[src/rtl/chr_pkg.sv]
// Shared types and codes for the consistent hash ring table.
`default_nettype none
package chr_pkg;

  localparam logic [1:0] OP_LOOKUP = 2'd0;
  localparam logic [1:0] OP_INSERT = 2'd1;
  localparam logic [1:0] OP_DELETE = 2'd2;

  localparam logic [1:0] ST_OK    = 2'd0;
  localparam logic [1:0] ST_FULL  = 2'd1;
  localparam logic [1:0] ST_RANGE = 2'd2;
  localparam logic [1:0] ST_EMPTY = 2'd3;

  typedef struct packed {
    logic [1:0]  operation;
    logic [31:0] hash;
    logic [8:0]  position;
    logic [15:0] server_tag;
    logic [15:0] replica_number;
  } in_t;

  typedef struct packed {
    logic [7:0]  found_index;
    logic [15:0] owner_tag;
    logic [15:0] owner_replica;
    logic [7:0]  next_index;
    logic [8:0]  entry_count;
    logic [1:0]  status;
  } out_t;

  typedef struct packed {
    logic [31:0] hash;
    logic [15:0] tag;
    logic [15:0] replica;
  } entry_t;

  typedef struct packed {
    logic ins_en;
    logic del_en;
  } cell_ctl_t;

endpackage
`default_nettype wire

[src/rtl/chr_cell.sv]
// One ring slot: holds an entry, shifts with its neighbors and compares its hash.
`default_nettype none
module chr_cell #(
  parameter int CNT_W = 9,
  parameter int IDX   = 0
) (
  input  wire                  clk,
  input  chr_pkg::cell_ctl_t   ctl,
  input  wire [CNT_W-1:0]      pos,
  input  wire [CNT_W-1:0]      count,
  input  wire [31:0]           key,
  input  chr_pkg::entry_t      new_entry,
  input  chr_pkg::entry_t      left,
  input  chr_pkg::entry_t      right,
  output chr_pkg::entry_t      entry,
  output logic                 hit
);

  localparam logic [CNT_W-1:0] MY_IDX  = CNT_W'(IDX);
  localparam logic [CNT_W-1:0] MY_NEXT = CNT_W'(IDX + 1);

  chr_pkg::entry_t entry_r;
  chr_pkg::entry_t entry_nxt;

  always_comb begin
    entry_nxt = entry_r;
    if (ctl.ins_en) begin
      if (MY_IDX == pos) begin
        entry_nxt = new_entry;
      end else if ((MY_IDX > pos) && (MY_IDX <= count)) begin
        entry_nxt = left;
      end
    end else if (ctl.del_en) begin
      // Only slots below the last valid entry pull from the right.
      if ((MY_IDX >= pos) && (MY_NEXT < count)) begin
        entry_nxt = right;
      end
    end
  end

  always_ff @(posedge clk) begin
    entry_r <= entry_nxt;
  end

  assign entry = entry_r;
  assign hit   = (key <= entry_r.hash);

endmodule
`default_nettype wire

[config.mk]
export PLATFORM = sky130hd
export DESIGN_NAME = chr_cell
export DESIGN_NICKNAME = d
export VERILOG_FILES = /design/src/rtl/chr_pkg.sv /design/src/rtl/chr_cell.sv
export SDC_FILE = /design/constraint.sdc
export NUM_CORES = 1
export LEC_CHECK = 0
export CAP_MARGIN = 30
export CORE_AREA = 5 5 118 120
export CTS_CLUSTER_DIAMETER = 40
export CTS_CLUSTER_SIZE = 25
export DETAILED_ROUTE_END_ITERATION = 16
export DIE_AREA = 0 0 123 125
export DONT_BUFFER_PORTS = 1
export PLACE_DENSITY = 0.52
export SETUP_SLACK_MARGIN = 0.3
export SLEW_MARGIN = 10
export SYNTH_ARGS = -nofsm -noshare
export SYNTH_HDL_FRONTEND = slang
export SYNTH_SLANG_ARGS = --single-unit
export TNS_END_PERCENT = 100
[constraint.sdc]
create_clock -name clk -period 5.45 [get_ports clk]
set_clock_uncertainty 0.2 [all_clocks]
set_input_delay 1.09 -clock clk [delete_from_list [all_inputs] [get_ports clk]]
set_output_delay 1.09 -clock clk [all_outputs]
set_load 0.02 [all_outputs]
==> results of run 1 <==
==> critical path, cell delays in order <==
cell      delay (ps)
ha_1             310
a21oi_1          130
o21ai_0          120
a221oi_1         350
o31ai_1          160
o21ai_1          420
==> kinds of logic (layout without fill, tap and decap cells) <==
family | count (synthesis) | in the layout
DFF | 64 | 64
AOI/OAI and AO/OA | 89 | 89
muxes | 64 | 64
buffers and inverters | 54 | 51
adders and majority gates | 32 | 32
and+or+nand+nor | 98 | 98
==> cell type report <==
| type | count | area (sq um) | area share (%) |
|---|---|---|---|
| multi-input cells | 283 | 1943 | 43.16 |
| flip-flops and latches | 64 | 1922 | 42.69 |
| clock buffers | 10 | 229.0 | 5.086 |
| well taps | 176 | 220.2 | 4.892 |
| inverters | 33 | 123.9 | 2.752 |
| clock inverters | 6 | 36.28 | 0.8060 |
| repair buffers | 2 | 27.53 | 0.6115 |
==> cell usage in the layout (no fill, tap or decap), drive strengths merged <==
cell type   n
ha         32
a2111o      1
nand3       5
a221oi      3
nand4       7
nand2       9
clkinv      3
o31ai       1
nor4        4
nor2       69
mux2i      64
clkbuf     10
nor3        1
a21oi      77
o211ai      1
inv        33
and4        1
clkinvlp    3
buf         2
o21ai       5
nor2b       1
nand2b      1
a31oi       1
edfxtp     64
==> worst min path at each step <==
stage	end	slack, ps	depth (start not counted)
after floorplan	entry[0]	1120	2
after global placement	entry[8]	1110	1
after detailed placement	entry[1]	1120	1
after CTS	entry[7]	750	1
after global routing	entry[7]	750	1
final	entry[7]	770	1
==> power by group <==
group	switching [mW]	internal, mW	total (mW)
logic	0.0413	0.0391	0.0804
registers	0.00149	0.547	0.548
clock network	0.208	0.304	0.512
==> per-layer routing <==
metal  GRT usage, %  vias to the layer above  part of all wire, %  routed length (um)
met5              0                        -                    0                   0
met4          6.319                        0                  1.9                 228
met3          4.020                       15                  8.3                 975
met2          25.57                      157                   52                6085
met1          16.01                     1348                   38                4422
li1               -                     1452                    -                   -
==> metrics by stage <==
step	power, mW	area (sq um)	cells	hold WS (ps)
4_1_cts	1.163	4502	574	751.0
5_1_grt	1.195	4502	574	752.6
2_1_floorplan	0.6329	4093	401	1116
3_5_place_dp	0.6403	4237	558	1116
3_3_place_gp	0.6365	4237	558	1112
6_report	1.140	4502	574	772.9
==> results.py, run 1 <==
metrics = {
    "outcome": {
        "outcome": "complete, no violations",
    },
    "layout": {
        "final_nets": 670,
        "largest_reg_flops": 64,
        "fillers": 1304,
        "diodes": 0,
        "fin_util_pct": 34.97,
        "area_growth_pct": 10.06,
        "layout-drive-gt1-share_pct": 4.523,
    },
    "drt": {
        "postRouteAntennaNets": 0,
        "routed_wl_um": 11710,
        "via_per_inst": 5.178,
        "drcViolationCount": 0,
        "avgRoutedWirePerCell_um": 20.40,
        "drt-initial-drc-count": 111,
        "drtPass1Iterations": 4,
        "route.vias.total": 2972,
    },
    "logic_synthesis": {
        "synth_area_sq_um": 4090,
        "synthDominantCellAreaShare_pct": 46.99,
        "netlist_instances": 401,
        "synth_area_leaders": "edfxtp_1 (47%), mux2i_1 (16%), ha_1 (9.8%), a21oi_1 (9.4%), nor2_1 (6.3%)",
        "synthFlopType": "edfxtp_1",
        "synth_edf_count": 64,
        "synth_cell_types": 25,
        "synth-xor-area-share_pct": 0,
        "ys_ff_latch": 64,
        "postSynth.asyncResetShare_pct": 0,
        "ys_top_cells_by_count": "a21oi_1 (77), nor2_1 (69), edfxtp_1 (64), mux2i_1 (64), inv_1 (33)",
        "mappedNetlistNets": 678,
        "synth_top_family_by_area": "multiplexers",
        "synthMuxAreaShare_pct": 15.66,
        "synth_simple_gate_area_share_pct": 10.09,
        "synthAdderAreaFrac_pct": 9.789,
        "synth_most_common_cell": "a21oi_1",
        "synth_compound_area_share_pct": 11.47,
        "yosysWarnings": 0,
        "avgSynthCellArea_sq_um": 10.20,
        "synth_area_leader_cell": "edfxtp_1",
        "synth-seq-area-share_pct": 46.99,
    },
    "clock_network": {
        "clock_path_buffers": 2,
        "cts_tree": "yes",
        "cts_setup_buffers": 0,
        "cts_hold_buf": 0,
        "cts_made_buffers": 9,
        "cts.sinks": 64,
        "cts_resized": 0,
        "root_buffer": "clkbuf_16",
        "clk_pin_slew_ps": 50,
        "htreeDepth": 3,
    },
    "critical_path": {
        "cp-startpoint": "key[27]",
        "crit_path_max_fanout": 3,
        "arrival_ps": 2580,
        "required_ps": 4160,
        "cp-start-kind": "input port",
        "crit_end": "hit",
        "cp-end-kind": "output port",
        "path_class": "in -> out",
    },
    "min_path": {
        "hp-start": "ctl[1]",
        "hold_path.class": "in -> reg",
    },
    "timing": {
        "post-route-period-util_pct": 70.99,
        "min_period_ps": 3869,
        "slew_viol_final": 0,
        "tightest_slew_ps": 693.5,
        "report.final.setup_viol": 0,
        "worst_slack_ps": 1581,
        "rsz0062_at_grt": "false",
        "finalHoldViolations": 0,
        "fmax_ghz": 0.2585,
        "slew_headroom_pct": 53.77,
        "fin_setup_tns_ps": 0,
    },
    "die": {
        "rows": 42,
        "dieArea_sq_um": 15380,
        "ios": 310,
        "design.core.area_sq_um": 12870,
        "initial_core_util_pct": 31.77,
        "die-width_um": 123,
        "die_y_um": 125,
    },
    "global_route": {
        "grt_pass1_vias": 3145,
        "grt-ovfl-total": 0,
        "antenna_found_initial": 0,
        "grt_pass1_wl_um": 16660,
        "gr-usage-all-layers_pct": 14.46,
        "grt_max_degree": 130,
    },
    "run": {
        "maxCapViolations": 0,
    },
    "place": {
        "dp_slack_ps": 1593,
        "gp_congestion": 0.8569,
        "portBuffers": 0,
        "place_hpwl_um": 9394,
    },
    "power_and_ir_drop": {
        "p_leak_nw": 2.077,
        "vdd_drop_max_mv": 0.1076,
        "p_per_area_nw_per_um2": 253.3,
    },
}
No activity file was read; power rests on OpenSTA's default activity.
==> inputs of run 2 (changes only) <==
Settings changed: PLACE_DENSITY 0.52 to 0.5.
Clock period 5.45 ns to 3.7 ns, I/O delays scaled along.
==> run 2 against run 1 <==
Net effect: sequential cell count unchanged; wire length down 1.6%; final cell count up 0.17%; worst setup slack worse by 1100 ps; critical endpoint unchanged.
==> results.py, run 2 (synthesized netlist as in run 1, its figures left out) <==
metrics = {
    "global_route": {
        "gr-usage-all-layers_pct": 14.40,
        "antenna_found_initial": 0,
        "grt-ovfl-total": 0,
        "grt_max_degree": 130,
        "grt_pass1_vias": 3238,
        "grt_pass1_wl_um": 16890,
    },
    "die": {
        "design.core.area_sq_um": 12870,
        "initial_core_util_pct": 31.77,
        "ios": 310,
        "die_y_um": 125,
        "die-width_um": 123,
        "rows": 42,
        "dieArea_sq_um": 15380,
    },
    "clock_network": {
        "cts_made_buffers": 9,
        "cts_hold_buf": 0,
        "cts_tree": "yes",
        "clk_pin_slew_ps": 50,
        "cts.sinks": 64,
        "htreeDepth": 3,
        "clock_path_buffers": 2,
        "root_buffer": "clkbuf_16",
    },
    "place": {
        "dp.cells": 560,
        "portBuffers": 0,
        "place_hpwl_um": 9398,
        "dp_slack_ps": 553.5,
        "gp_congestion": 0.8065,
        "placed_cell_area_sq_um": 4239,
    },
    "timing": {
        "post-route-period-util_pct": 86.06,
        "worst_slack_ps": 515.8,
        "min_period_ps": 3184,
        "fin_setup_tns_ps": 0,
        "report.final.setup_viol": 0,
        "tightest_slew_ps": 614.5,
        "slew_headroom_pct": 59.03,
        "rsz0062_at_grt": "false",
        "whs_ps": 434.6,
        "finalHoldViolations": 0,
        "fmax_ghz": 0.3140,
        "slew_viol_final": 0,
    },
    "drt": {
        "routed_wl_um": 11520,
        "route.vias.total": 3002,
        "drtPass1Iterations": 4,
        "via_per_inst": 5.221,
        "drcViolationCount": 0,
        "postRouteAntennaNets": 0,
        "avgRoutedWirePerCell_um": 20.03,
        "drt-initial-drc-count": 164,
    },
    "critical_path": {
        "cp-end-kind": "output port",
        "required_ps": 2760,
        "arrival_ps": 2240,
        "path_class": "reg -> out",
        "cp-start-kind": "register",
        "crit_path_max_fanout": 2,
    },
    "outcome": {
        "outcome": "complete, no violations",
    },
    "layout": {
        "final_common_cell": "a21oi_1",
        "fillers": 1315,
        "area_growth_pct": 9.942,
        "final_nets": 672,
        "final_cell_area_sq_um": 4497,
        "fin_util_pct": 34.93,
        "diodes": 0,
        "regArea_sq_um": 1922,
        "largest_reg_flops": 64,
        "layout-drive-gt1-share_pct": 4.762,
        "stdcell_count": 575,
        "multi_input_area_sq_um": 1947,
        "layout_common_cells": "a21oi_1 (77), nor2_1 (68), mux2i_1 (64), edfxtp_1 (64), inv_1 (33)",
    },
    "power_and_ir_drop": {
        "p_per_area_nw_per_um2": 370.1,
        "clockPowerShare_pct": 44.4,
        "p_leak_nw": 2.086,
        "p_int_mw": 1.305,
        "switching_share_pct": 21.58,
        "p_switching_uw": 359.2,
        "vdd_drop_max_mv": 0.1526,
        "power_frac_comb_pct": 7.0,
        "seq_power_share_pct": 48.5,
        "power.total_mw": 1.664,
    },
    "run": {
        "maxCapViolations": 0,
    },
    "min_path": {
        "hold_path.class": "in -> reg",
        "hold_path_depth": 1,
    },
}
-- run 2: cell count changes in the layout (fill, tap and decap cells not counted), sizes merged --
cell      delta
buf          +2
clkinvlp     -2
clkinv       +1
-- run 2: per-layer routing --
| layer | part of all wire, % | GRT usage [%] |
|---|---|---|
| met1 | 38 | 15.31 |
| met2 | 52 | 26.21 |
| met3 | 9.3 | 5.194 |
| met4 | 1.3 | 4.495 |
| met5 | 0 | 0 |
-- run 2: what timing repair did --
item,4_1_cts,5_1_grt
hold endpoints to repair,0,0
gates resized for setup,0,1
setup endpoints to repair,0,1
buffers inserted,0,0
-- run 2: critical path, cell delays in order (launching register included) --
cell and delay (ps):
edfxtp_1 480, inv_1 80, ha_1 290, nor2b_1 120
o211ai_1 90, a2111o_1 370, a31oi_1 300, o21ai_2 180
-- run 2: power groups by stage --
| stage | logic, mW | clock network [mW] | registers, mW |
|---|---|---|---|
| after detailed placement | 0.120 | 0 | 0.822 |
| after CTS | 0.119 | 0.772 | 0.807 |
| after global placement | 0.115 | 0 | 0.822 |
| after global routing | 0.139 | 0.800 | 0.807 |
| after floorplan | 0.111 | 0 | 0.822 |
| final | 0.117 | 0.740 | 0.807 |
-- run 2: path summary, 6_finish.rpt --
path / start / end / slack [ps]
hold / removal: ctl[1] / entry[15] / 430
setup / recovery: entry[33] / hit / 520
-- run 2: area by class of cell --
type,count,area share [%]
sequential,64,42.74
timing repair buffer,4,0.6678
clock inverter,5,0.5565
multi-input combinational,283,43.29
tap,176,4.897
inverter,33,2.755
clock buffer,10,5.092
==> inputs of run 3 (changes only) <==
Settings changed: CORE_AREA 5 5 118 120 to 2 2 122 124, DIE_AREA 0 0 123 125 to 0 0 124 126, PLACE_DENSITY 0.5 to 0.46.
==> run 3 against run 2 <==
Net effect: fmax shrank 0.13%; global-route usage fell by 0.29 points; sequential share of layout area shrank 0.69 points; clock power up 14%; total power up 6.6%; critical path type unchanged; critical path depth is the same; die area rose by 1.6%; final area increased by 1.6%; final cell count grew 1.6%; highest routed layer unchanged; worst hold slack worse by 17 ps; worst setup slack got worse by 4.2 ps.
==> results.py, run 3 (synthesized netlist as in run 1, its figures left out) <==
metrics = {
    "outcome": {
        "outcome": "complete, no violations",
    },
    "timing": {
        "finalHoldViolations": 0,
        "min_period_ps": 3188,
        "fmax_ghz": 0.3136,
        "fin_setup_tns_ps": 0,
        "slew_headroom_pct": 58.07,
        "slew_viol_final": 0,
        "report.final.setup_viol": 0,
        "tightest_slew_ps": 623.2,
        "post-route-period-util_pct": 86.17,
        "rsz0062_at_grt": "false",
    },
    "die": {
        "rows": 44,
        "die-width_um": 124,
        "ios": 310,
        "dieArea_sq_um": 15620,
        "design.core.area_sq_um": 14310,
        "initial_core_util_pct": 28.58,
        "die_y_um": 126,
    },
    "clock_network": {
        "cts_setup_buffers": 0,
        "cts_made_buffers": 9,
        "clk_pin_slew_ps": 60,
        "cts_tree": "yes",
        "clock_path_buffers": 2,
        "cts_hold_buf": 0,
        "htreeDepth": 3,
        "root_buffer": "clkbuf_16",
        "cts.sinks": 64,
        "cts_resized": 0,
    },
    "global_route": {
        "gr-usage-all-layers_pct": 14.10,
        "grt_pass1_wl_um": 16080,
        "grt-ovfl-total": 0,
        "grt_pass1_vias": 2989,
        "grt_max_degree": 130,
        "antenna_found_initial": 0,
    },
    "run": {
        "maxCapViolations": 0,
    },
    "critical_path": {
        "crit_path_max_fanout": 3,
        "cp-start-kind": "register",
        "cp_num_buf_inv": 1,
        "cp-end-kind": "output port",
        "cp_slowest_cell": "edfxtp_1",
        "cp-startpoint": "entry[59]",
        "arrival_ps": 2250,
        "critPathMaxStageDelay_ps": 490,
        "cp_cell_sequence": "inv_1, ha_1, a21oi_1, o21ai_0, a221oi_1, o31ai_1, o21ai_2",
        "required_ps": 2760,
        "critical_path.top_delay_family": "compound AO/OA/AOI/OAI gates",
        "path_class": "reg -> out",
    },
    "power_and_ir_drop": {
        "power.total_mw": 1.773,
        "p_leak_nw": 2.114,
        "p_per_area_nw_per_um2": 388.0,
        "vdd_drop_max_mv": 0.1769,
    },
    "drt": {
        "drtPass1Iterations": 4,
        "routed_wl_um": 11280,
        "drt-initial-drc-count": 86,
        "postRouteAntennaNets": 0,
        "drcViolationCount": 0,
        "via_per_inst": 5.072,
        "route.vias.total": 2962,
        "avgRoutedWirePerCell_um": 19.31,
    },
    "place": {
        "dp.cells": 567,
        "place_hpwl_um": 8973,
        "portBuffers": 0,
        "gp_congestion": 0.8563,
        "placed_cell_area_sq_um": 4242,
    },
    "layout": {
        "layout-drive-gt1-share_pct": 5.750,
        "final_nets": 672,
        "layout_common_cells": "a21oi_1 (77), nor2_1 (68), mux2i_1 (64), edfxtp_1 (64), inv_1 (33)",
        "area_growth_pct": 11.75,
        "final_common_cell": "a21oi_1",
        "final_cell_area_sq_um": 4571,
        "diodes": 0,
        "largest_reg_flops": 64,
        "stdcell_count": 584,
    },
    "min_path": {
        "hold_path.class": "in -> reg",
        "hp-start": "ctl[1]",
    },
}
## run 3: cell types whose count changed in the layout (fill, tap and decap cells not counted), sizes merged
cell and delta:
bufinv +1, clkbuf -1, clkinvlp +1
## run 3: worst paths after layout
kind / end / cells after the start
max: hit / 7
min: entry[2] / 1
## run 3: final cells by class
cell class                      count  area, sq um
Multi-Input combinational cell    283         1947
Fill cell                        1478         9743
Clock buffer                        9        225.2
Tap cell                          184        230.2
Clock inverter                      7        72.57
Sequential cell                    64         1922
Inverter                           33        123.9
Timing Repair Buffer                4        50.05
## run 3: report_power, final
part,internal (mW),switching (mW)
clock network,0.520,0.325
registers,0.805,0.00219
logic,0.0579,0.0631
## run 3: through the flow
stage	hold WS, ps	setup slack (ps)	util (%)
floorplan	765.6	666.6	-
global placement	760.0	621.8	29.63
detailed placement	759.8	569.6	29.63
CTS	392.0	374.4	31.71
global route	408.6	389.4	31.93
finish	417.7	511.5	31.93
## run 3: routing by layer
layer	track usage (%)	part of all wire, %	wire [um]	up-vias
li1	-	-	-	1450
met1	16.71	41	4609	1356
met2	22.75	49	5532	140
met3	4.484	7.3	827	16
met4	7.204	2.7	305	0
met5	0	0	0	-
